--- config.mk ---
export PLATFORM = sky130hd
export DESIGN_NAME = escaped_frame_builder_xor_check_unit_flat
export DESIGN_NICKNAME = d
export VERILOG_FILES = /design/src/hdl/efb_pkg.sv /design/src/hdl/efb_intf.sv /design/src/hdl/efb_front.sv /design/src/hdl/efb_queue.sv /design/src/hdl/efb_back.sv /design/src/hdl/escaped_frame_builder_xor_check_unit.sv /design/src/flat_wrapper.sv
export SDC_FILE = /design/constraint.sdc
export NUM_CORES = 1
export LEC_CHECK = 0
export BUFFER_PORTS_ARGS = -buffer_cell sky130_fd_sc_hd__buf_2
export CAP_MARGIN = 20
export CORE_MARGIN = 2
export CORE_UTILIZATION = 47
export CTS_BUF_LIST = sky130_fd_sc_hd__clkbuf_4 sky130_fd_sc_hd__clkbuf_8
export CTS_CLUSTER_SIZE = 40
export DETAILED_ROUTE_END_ITERATION = 10
export MAX_ROUTING_LAYER = met4
export PLACE_DENSITY_LB_ADDON = 0.05
export SLEW_MARGIN = 30
export SYNTH_ARGS = -nofsm -noshare
export SYNTH_HDL_FRONTEND = slang
export SYNTH_SLANG_ARGS = --single-unit
--- constraint.sdc ---
create_clock -name clk_i -period 3.33 [get_ports clk_i]
set_clock_uncertainty 0.1 [all_clocks]
set_input_delay 0.333 -clock clk_i [delete_from_list [all_inputs] [get_ports clk_i]]
set_output_delay 0.333 -clock clk_i [all_outputs]
set_load 0.03 [all_outputs]
--- src/hdl/efb_pkg.sv ---
// Shared types and constants of the escaped frame builder.
`timescale 1ns / 1ps
`default_nettype none
package efb_pkg;

  localparam int unsigned CfgIdxW = 8;

  localparam logic [CfgIdxW-1:0] CfgIdxFrameFlag  = CfgIdxW'(0);
  localparam logic [CfgIdxW-1:0] CfgIdxEscapeByte = CfgIdxW'(1);

  localparam logic [7:0] FrameFlagReset  = 8'h7E;
  localparam logic [7:0] EscapeByteReset = 8'h7D;

  localparam logic [7:0] FlagCode   = 8'h02;
  localparam logic [7:0] EscapeCode = 8'h01;

  // step slots of one job, emitted lowest first
  localparam int unsigned StepOpen   = 0;
  localparam int unsigned StepData0  = 1;
  localparam int unsigned StepData1  = 2;
  localparam int unsigned StepCheck0 = 3;
  localparam int unsigned StepCheck1 = 4;
  localparam int unsigned StepClose  = 5;
  localparam int unsigned NumSteps   = 6;

  typedef logic [NumSteps-1:0] efb_steps_t;

  typedef struct packed {
    efb_steps_t steps;
    logic [7:0] data_first;
    logic [7:0] data_second;
    logic [7:0] check_first;
    logic [7:0] check_second;
  } efb_job_t;

endpackage
`default_nettype wire

--- src/hdl/efb_intf.sv ---
// Channel interfaces: input words, output words, register writes.
`timescale 1ns / 1ps
`default_nettype none
interface efb_in_if;
  logic       valid;
  logic       ready;
  logic [7:0] data_byte;
  logic       last_in;
  modport source (output valid, output data_byte, output last_in, input ready);
  modport sink (input valid, input data_byte, input last_in, output ready);
endinterface

interface efb_out_if;
  logic       valid;
  logic       ready;
  logic [7:0] out_byte;
  logic       last_out;
  modport source (output valid, output out_byte, output last_out, input ready);
  modport sink (input valid, input out_byte, input last_out, output ready);
endinterface

interface efb_cfg_if;
  logic       valid;
  logic       ready;
  logic [7:0] reg_index;
  logic [7:0] wdata;
  modport source (output valid, output reg_index, output wdata, input ready);
  modport sink (input valid, input reg_index, input wdata, output ready);
endinterface
`default_nettype wire

--- src/hdl/efb_front.sv ---
// Front end: takes message words, tracks frame and check, builds output jobs.
`timescale 1ns / 1ps
`default_nettype none
module efb_front (
  input  wire logic             clk_i,
  input  wire logic             rst_ni,
  efb_in_if.sink                in_i,
  input  wire logic [7:0]       frame_flag_i,
  input  wire logic [7:0]       escape_byte_i,
  output efb_pkg::efb_job_t     job_o,
  output logic                  job_valid_o,
  input  wire logic             job_ready_i
);
  import efb_pkg::*;

  logic [7:0] check_q, check_d;
  logic       in_frame_q, in_frame_d;
  logic [7:0] check_next;
  logic       fire;
  logic       data_is_flag, data_is_esc, chk_is_flag, chk_is_esc;

  assign fire        = in_i.valid && job_ready_i;
  assign in_i.ready  = job_ready_i;
  assign job_valid_o = in_i.valid;
  assign check_next  = check_q ^ in_i.data_byte;

  assign data_is_flag = (in_i.data_byte == frame_flag_i);
  assign data_is_esc  = (in_i.data_byte == escape_byte_i);
  assign chk_is_flag  = (check_next == frame_flag_i);
  assign chk_is_esc   = (check_next == escape_byte_i);

  always_comb begin
    job_o.steps              = '0;
    job_o.steps[StepOpen]    = !in_frame_q;
    job_o.steps[StepData0]   = 1'b1;
    job_o.steps[StepData1]   = data_is_flag || data_is_esc;
    job_o.steps[StepCheck0]  = in_i.last_in;
    job_o.steps[StepCheck1]  = in_i.last_in && (chk_is_flag || chk_is_esc);
    job_o.steps[StepClose]   = in_i.last_in;
    job_o.data_first   = (data_is_flag || data_is_esc) ? escape_byte_i : in_i.data_byte;
    job_o.data_second  = data_is_flag ? FlagCode : EscapeCode;
    job_o.check_first  = (chk_is_flag || chk_is_esc) ? escape_byte_i : check_next;
    job_o.check_second = chk_is_flag ? FlagCode : EscapeCode;
  end

  always_comb begin
    check_d    = check_q;
    in_frame_d = in_frame_q;
    if (fire) begin
      if (in_i.last_in) begin
        check_d    = '0;
        in_frame_d = 1'b0;
      end else begin
        check_d    = check_next;
        in_frame_d = 1'b1;
      end
    end
  end

  always_ff @(posedge clk_i or negedge rst_ni) begin
    if (!rst_ni) begin
      check_q    <= '0;
      in_frame_q <= 1'b0;
    end else begin
      check_q    <= check_d;
      in_frame_q <= in_frame_d;
    end
  end

  a_last_closes: assert property (@(posedge clk_i) disable iff (!rst_ni)
    fire && in_i.last_in |=> !in_frame_q && check_q == 8'h00)
    else $error("frame state not cleared after last word");

  a_open_once: assert property (@(posedge clk_i) disable iff (!rst_ni)
    fire && !in_i.last_in |=> in_frame_q)
    else $error("frame not marked open after a non-last word");

endmodule
`default_nettype wire

--- src/hdl/efb_queue.sv ---
// Two-entry job queue between front end and back end.
`timescale 1ns / 1ps
`default_nettype none
module efb_queue (
  input  wire logic               clk_i,
  input  wire logic               rst_ni,
  input  efb_pkg::efb_job_t       push_job_i,
  input  wire logic               push_valid_i,
  output logic                    push_ready_o,
  output efb_pkg::efb_job_t       pop_job_o,
  output logic                    pop_valid_o,
  input  wire logic               pop_ready_i
);
  import efb_pkg::*;

  efb_job_t   mem_q [2];
  logic       wr_ptr_q, rd_ptr_q;
  logic [1:0] cnt_q, cnt_d;
  logic       push, pop;

  assign push_ready_o = (cnt_q != 2'd2);
  assign pop_valid_o  = (cnt_q != 2'd0);
  assign pop_job_o    = mem_q[rd_ptr_q];
  assign push = push_valid_i && push_ready_o;
  assign pop  = pop_valid_o && pop_ready_i;

  always_comb begin
    cnt_d = cnt_q;
    if (push && !pop) cnt_d = cnt_q + 2'd1;
    else if (pop && !push) cnt_d = cnt_q - 2'd1;
  end

  always_ff @(posedge clk_i) begin
    if (push) mem_q[wr_ptr_q] <= push_job_i;
  end

  always_ff @(posedge clk_i or negedge rst_ni) begin
    if (!rst_ni) begin
      wr_ptr_q <= 1'b0;
      rd_ptr_q <= 1'b0;
      cnt_q    <= '0;
    end else begin
      if (push) wr_ptr_q <= !wr_ptr_q;
      if (pop) rd_ptr_q <= !rd_ptr_q;
      cnt_q <= cnt_d;
    end
  end

  a_count_range: assert property (@(posedge clk_i) disable iff (!rst_ni)
    cnt_q != 2'd3 && (wr_ptr_q ^ rd_ptr_q) == cnt_q[0])
    else $error("queue count and pointers disagree");

endmodule
`default_nettype wire

--- src/hdl/efb_back.sv ---
// Back end: walks the steps of each job and drives the output register.
`timescale 1ns / 1ps
`default_nettype none
module efb_back (
  input  wire logic               clk_i,
  input  wire logic               rst_ni,
  input  efb_pkg::efb_job_t       job_i,
  input  wire logic               job_valid_i,
  output logic                    job_ready_o,
  input  wire logic [7:0]         frame_flag_i,
  efb_out_if.source               out_o
);
  import efb_pkg::*;

  efb_steps_t done_q, done_d;
  efb_steps_t pending, cur, left;
  logic       out_valid_q, out_valid_d;
  logic [7:0] out_byte_q;
  logic       out_last_q;
  logic [7:0] sel_byte;
  logic       advance;

  assign pending = job_i.steps & ~done_q;
  assign cur     = pending & (~pending + efb_steps_t'(1));
  assign left    = pending & ~cur;
  assign advance = job_valid_i && (!out_valid_q || out_o.ready);
  assign job_ready_o = advance && (left == '0);

  always_comb begin
    sel_byte = frame_flag_i;
    case (1'b1)
      cur[StepData0]:  sel_byte = job_i.data_first;
      cur[StepData1]:  sel_byte = job_i.data_second;
      cur[StepCheck0]: sel_byte = job_i.check_first;
      cur[StepCheck1]: sel_byte = job_i.check_second;
      default:         sel_byte = frame_flag_i;
    endcase
  end

  always_comb begin
    done_d      = done_q;
    out_valid_d = out_valid_q;
    if (out_valid_q && out_o.ready) out_valid_d = 1'b0;
    if (advance) begin
      out_valid_d = 1'b1;
      done_d      = (left == '0) ? '0 : (done_q | cur);
    end
  end

  always_ff @(posedge clk_i) begin
    if (advance) begin
      out_byte_q <= sel_byte;
      out_last_q <= cur[StepClose];
    end
  end

  always_ff @(posedge clk_i or negedge rst_ni) begin
    if (!rst_ni) begin
      done_q      <= '0;
      out_valid_q <= 1'b0;
    end else begin
      done_q      <= done_d;
      out_valid_q <= out_valid_d;
    end
  end

  assign out_o.valid    = out_valid_q;
  assign out_o.out_byte = out_byte_q;
  assign out_o.last_out = out_last_q;

  a_one_step: assert property (@(posedge clk_i) disable iff (!rst_ni)
    job_valid_i |-> $onehot(cur))
    else $error("no single step selected for a pending job");

  a_close_flag: assert property (@(posedge clk_i) disable iff (!rst_ni)
    advance && cur[StepClose] |-> job_ready_o)
    else $error("closing flag is not the final step of its job");

  a_done_clear: assert property (@(posedge clk_i) disable iff (!rst_ni)
    !job_valid_i |-> done_q == '0)
    else $error("step progress held without a job");

endmodule
`default_nettype wire

--- src/hdl/escaped_frame_builder_xor_check_unit.sv ---
// Top level of the escaped frame builder with XOR check byte.
//
//  channel  dir  payload              accepted when
//  in_i     in   data_byte, last_in   valid && ready
//  out_o    out  out_byte, last_out   valid && ready
//  cfg_i    in   reg_index, wdata     valid && ready (ready always high)
//
// Each word yields 1 to 6 output words from the output register, one per
// cycle while out_o is not stalled. A word is accepted whenever the two-entry
// job queue has room; the back end sets throughput.
// Reset clears frame state, check, queue and output valid; registers take 7E/7D.
// Output stalls hold the back end only; the front keeps taking words until
// the queue fills.
`timescale 1ns / 1ps
`default_nettype none
module escaped_frame_builder_xor_check_unit (
  input  wire logic  clk_i,
  input  wire logic  rst_ni,
  efb_in_if.sink     in_i,
  efb_out_if.source  out_o,
  efb_cfg_if.sink    cfg_i
);
  import efb_pkg::*;

  logic [7:0] frame_flag_q;
  logic [7:0] escape_byte_q;
  efb_job_t   front_job, back_job;
  logic       front_valid, front_ready, back_valid, back_ready;

  assign cfg_i.ready = 1'b1;

  always_ff @(posedge clk_i or negedge rst_ni) begin
    if (!rst_ni) begin
      frame_flag_q  <= FrameFlagReset;
      escape_byte_q <= EscapeByteReset;
    end else if (cfg_i.valid) begin
      if (cfg_i.reg_index == CfgIdxFrameFlag) frame_flag_q <= cfg_i.wdata;
      if (cfg_i.reg_index == CfgIdxEscapeByte) escape_byte_q <= cfg_i.wdata;
    end
  end

  efb_front u_front (
    .clk_i         (clk_i),
    .rst_ni        (rst_ni),
    .in_i          (in_i),
    .frame_flag_i  (frame_flag_q),
    .escape_byte_i (escape_byte_q),
    .job_o         (front_job),
    .job_valid_o   (front_valid),
    .job_ready_i   (front_ready)
  );

  efb_queue u_queue (
    .clk_i        (clk_i),
    .rst_ni       (rst_ni),
    .push_job_i   (front_job),
    .push_valid_i (front_valid),
    .push_ready_o (front_ready),
    .pop_job_o    (back_job),
    .pop_valid_o  (back_valid),
    .pop_ready_i  (back_ready)
  );

  efb_back u_back (
    .clk_i        (clk_i),
    .rst_ni       (rst_ni),
    .job_i        (back_job),
    .job_valid_i  (back_valid),
    .job_ready_o  (back_ready),
    .frame_flag_i (frame_flag_q),
    .out_o        (out_o)
  );

endmodule
`default_nettype wire
--- src/flat_wrapper.sv ---
// flat-port wrapper written by rule: the top's interface ports become plain ports
module escaped_frame_builder_xor_check_unit_flat import efb_pkg::*;
  (clk_i, rst_ni, in_i_valid, in_i_data_byte, in_i_last_in, in_i_ready, out_o_valid, out_o_out_byte, out_o_last_out, out_o_ready, cfg_i_valid, cfg_i_reg_index, cfg_i_wdata, cfg_i_ready);
  efb_in_if in_i_i ();
  efb_out_if out_o_i ();
  efb_cfg_if cfg_i_i ();
  input  wire logic clk_i;
  input  wire logic rst_ni;
  input wire logic [$bits(in_i_i.valid)-1:0] in_i_valid;
  input wire logic [$bits(in_i_i.data_byte)-1:0] in_i_data_byte;
  input wire logic [$bits(in_i_i.last_in)-1:0] in_i_last_in;
  output wire logic [$bits(in_i_i.ready)-1:0] in_i_ready;
  output wire logic [$bits(out_o_i.valid)-1:0] out_o_valid;
  output wire logic [$bits(out_o_i.out_byte)-1:0] out_o_out_byte;
  output wire logic [$bits(out_o_i.last_out)-1:0] out_o_last_out;
  input wire logic [$bits(out_o_i.ready)-1:0] out_o_ready;
  input wire logic [$bits(cfg_i_i.valid)-1:0] cfg_i_valid;
  input wire logic [$bits(cfg_i_i.reg_index)-1:0] cfg_i_reg_index;
  input wire logic [$bits(cfg_i_i.wdata)-1:0] cfg_i_wdata;
  output wire logic [$bits(cfg_i_i.ready)-1:0] cfg_i_ready;
  assign in_i_i.valid = in_i_valid;
  assign in_i_i.data_byte = in_i_data_byte;
  assign in_i_i.last_in = in_i_last_in;
  assign in_i_ready = in_i_i.ready;
  assign out_o_valid = out_o_i.valid;
  assign out_o_out_byte = out_o_i.out_byte;
  assign out_o_last_out = out_o_i.last_out;
  assign out_o_i.ready = out_o_ready;
  assign cfg_i_i.valid = cfg_i_valid;
  assign cfg_i_i.reg_index = cfg_i_reg_index;
  assign cfg_i_i.wdata = cfg_i_wdata;
  assign cfg_i_ready = cfg_i_i.ready;
  escaped_frame_builder_xor_check_unit u_core (.clk_i(clk_i), .rst_ni(rst_ni), .in_i(in_i_i), .out_o(out_o_i), .cfg_i(cfg_i_i));
endmodule
==> flow_summary.yaml <==
clock_network:
  cts_resized: 0
  hold_buffers: 1
  cts_num_sinks: 93
  cts-root-buf: "clkbuf_8"
  cts_made_buffers: 9
  h-tree-depth: 3
  clock_insertion_delay_worst_skew_ns: 0.35
  cts_tree: "yes"
  clk_path_buf_depth: 2
  clk_pin_slew_worst_paths_ns: 0.09
  postCtsSetupBuffers: 0
power_and_ir_drop:
  worst_ir_drop_vdd_uv: 395.6
  p_leak_uw: 0.002026
  powerDensity_mw_per_mm2: 825.1
sta:
  max_slew_margin: 0.4653
  hold_viol: 0
  fin_crit_sh: 0.8584
  max_freq_mhz: 349.8
  fin_setup_tns_ns: 0
  tightest_slew_ns: 0.8020
  slew_violations: 0
  final-setup-viol-count: 0
  grt_setup_unrepaired: "false"
  fin_crit_ns: 2.859
  hold_slack_ns: 0.1192
synthesis:
  avgSynthCellArea_sq_um: 12.99
  syn_area_sq_mm: 0.004558
  synthMuxAreaShare: 0.1351
  synth_top_area_frac: 0.3755
  synth_top_area_cell: "edfxtp_1"
  synth_compound_area_frac: 0.08317
  yosysMostFrequentCell: "edfxtp_1"
  synth.net_count: 382
  synth_seq_cells: 93
  synthAdderAreaFrac: 0.005215
  yosysSeqAreaShare: 0.5764
  synth_ff_type: "edfxtp_1"
  ys_warn_count: 0
  synth_top_family_by_area: "multiplexers"
  synth_edf_count: 57
  ys_top_cells_by_area: "edfxtp_1, dfrtp_1, dfstp_2"
  synth_top_cells_by_count: "edfxtp_1, dfrtp_1, mux2_2, xor2_1, nand2_1"
  synthXorXnorAreaFrac: 0.08811
  synthSimpleGateAreaFrac: 0.07960
  async_reset_ff_frac: 0.3871
  ys_types: 49
  synthCells: 351
routing:
  drt_iter0_markers: 131
  via_per_inst: 5.311
  wirelength_mm: 8.830
  vias: 2799
  first_pass_iters: 4
  wl_per_cell_um: 16.76
  drc: 0
  postRouteAntennaNets: 0
critical_path:
  worst_setup_path_start_kind: "register"
  crit_top_cell: "xor2_1"
  slowest_stage: "dfrtp_1"
  critical-path-top-delay-family: "flip-flops"
  critical_path_arrival_ns: 3.03
  worstPathRequired_ns: 3.50
  crit_type: "register to register"
  endpoint_kind: "register"
  critical_path.cell_chain: "mux2_2 > and2_1 > maj3_2 > o21ai_2 > o211ai_4 > ha_1 > xor2_1 > nor2_1 > xor2_1"
  cp_max_fo: 10
  slowest_delay_ns: 0.66
  crit_buf_inv: 0
place:
  dp_hpwl_mm: 6.505
  placed_cell_area_sq_mm: 0.004878
  place.port_buffers: 40
  routabilityCongestion: 0.8905
global_routing:
  grtUsageTotal: 0.1907
  first_global_vias: 2719
  grt.overflow.total: 0
  grt_pass1_wl_mm: 14.41
  antenna_found_initial: 0
  grt_max_degree: 37
die:
  rows: 35
  dieArea_sq_mm: 0.01050
  die_h_um: 102.5
  core_sq_mm: 0.009328
  initial_core_util: 0.4887
  die_w_um: 102.5
  pin_count: 42
finish:
  diodes: 0
  design_area_sq_mm: 0.005085
  utilization: 0.5451
  drive_above_1_share: 0.2990
  nets: 424
  areaGrowthSynthToFinish_pct: 11.56
job:
  maxCapViolations: 0
min_path:
  hp-class: "input port to register"
outcome:
  status: "complete, no violations"
routing by layer:
layer | up-vias | global-route usage | routed length, um
met3 | 8 | 0.03010 | 282
met4 | 0 | 0.07179 | 108
met5 | - | - | 0
li1 | 1350 | - | -
met2 | 65 | 0.2645 | 3929
met1 | 1376 | 0.2818 | 4509
path summary, 6_finish.rpt:
kind / startpoint / end / slack (ns) / cells past startpoint
min in group asynchronous: rst_ni / u_core.u_queue.wr_ptr_q / 0.50 / 2
setup / recovery: u_core.u_queue.rd_ptr_q / u_core.u_queue.cnt_q[1] / 0.47 / 9
max in group asynchronous: rst_ni / u_core.u_front.check_q[2] / 2.12 / 2
setup reg to reg: u_core.u_queue.rd_ptr_q / u_core.u_queue.cnt_q[1] / 0.47 / 9
hold / removal: cfg_i_wdata[3] / u_core.frame_flag_q[3] / 0.12 / 2
hold reg to reg: u_core.u_front.in_frame_q / u_core.u_front.in_frame_q / 0.39 / 1
cell families after synthesis:
group | Yosys count
AO/OA/AOI/OAI | 57
XOR/XNOR | 45
adder cells (fa/ha/maj) | 2
buffers and inverters | 29
flip-flops | 93
multiplexers | 54
other | 1
AND/OR/NAND/NOR | 70
placed cells by master, fill, tap and decap left out, drive strengths merged, types with 2 or more instances in the layout:
master	synthesis	routed
a21boi	2	2
a21oi	7	7
a22o	6	6
and2	3	3
buf	11	47
clkbuf	6	9
clkinv	0	2
clkinvlp	0	2
dfrtp	24	24
dfstp	12	12
edfxtp	57	57
inv	12	14
mux2	33	33
mux2i	21	21
nand2	22	22
nand2b	3	3
nand3	2	2
nand4	5	5
nor2	20	20
nor3	6	6
nor4	5	5
o21a	3	3
o21ai	24	24
o22ai	6	6
xnor2	21	21
xor2	24	24
flip-flops by register name (all words and copies together), names as in the netlist:
signal,cells
u_core.escape_byte_q,8
u_core.frame_flag_q,8
u_core.u_back.done_q,6
u_core.u_back.out_o.last_out,1
u_core.u_back.out_o.out_byte,8
u_core.u_back.out_o.valid,1
u_core.u_front.check_q,8
u_core.u_front.in_frame_q,1
u_core.u_queue.cnt_q,2
u_core.u_queue.mem_q,48
u_core.u_queue.rd_ptr_q,1
u_core.u_queue.wr_ptr_q,1
final cells by class:
type,instances,area [sq um]
clock buffer,9,123.9
clock inverter,7,72.57
fill,787,4243
inverter,12,45.04
multi-input combinational,229,1792
sequential,93,2628
tap,129,161.4
timing repair buffer,48,262.8
power by group:
group          switching, uW  internal, uW  leakage [uW]  total [uW]
clock network            408           350     0.0000960         758
registers                173          1640      0.000951        1810
logic                    961           662      0.000978        1620
metrics by stage:
step / instances / worst slack [ns] / power, uW
2_1_floorplan: 351 / 0.6593 / 3084
3_3_place_gp: 510 / 0.5752 / 3439
3_5_place_dp: 510 / 0.5287 / 3466
4_1_cts: 527 / 0.4608 / 4230
5_1_grt: 527 / 0.2917 / 4477
6_report: 527 / 0.4715 / 4196
Power figures use the tool's default switching activity.
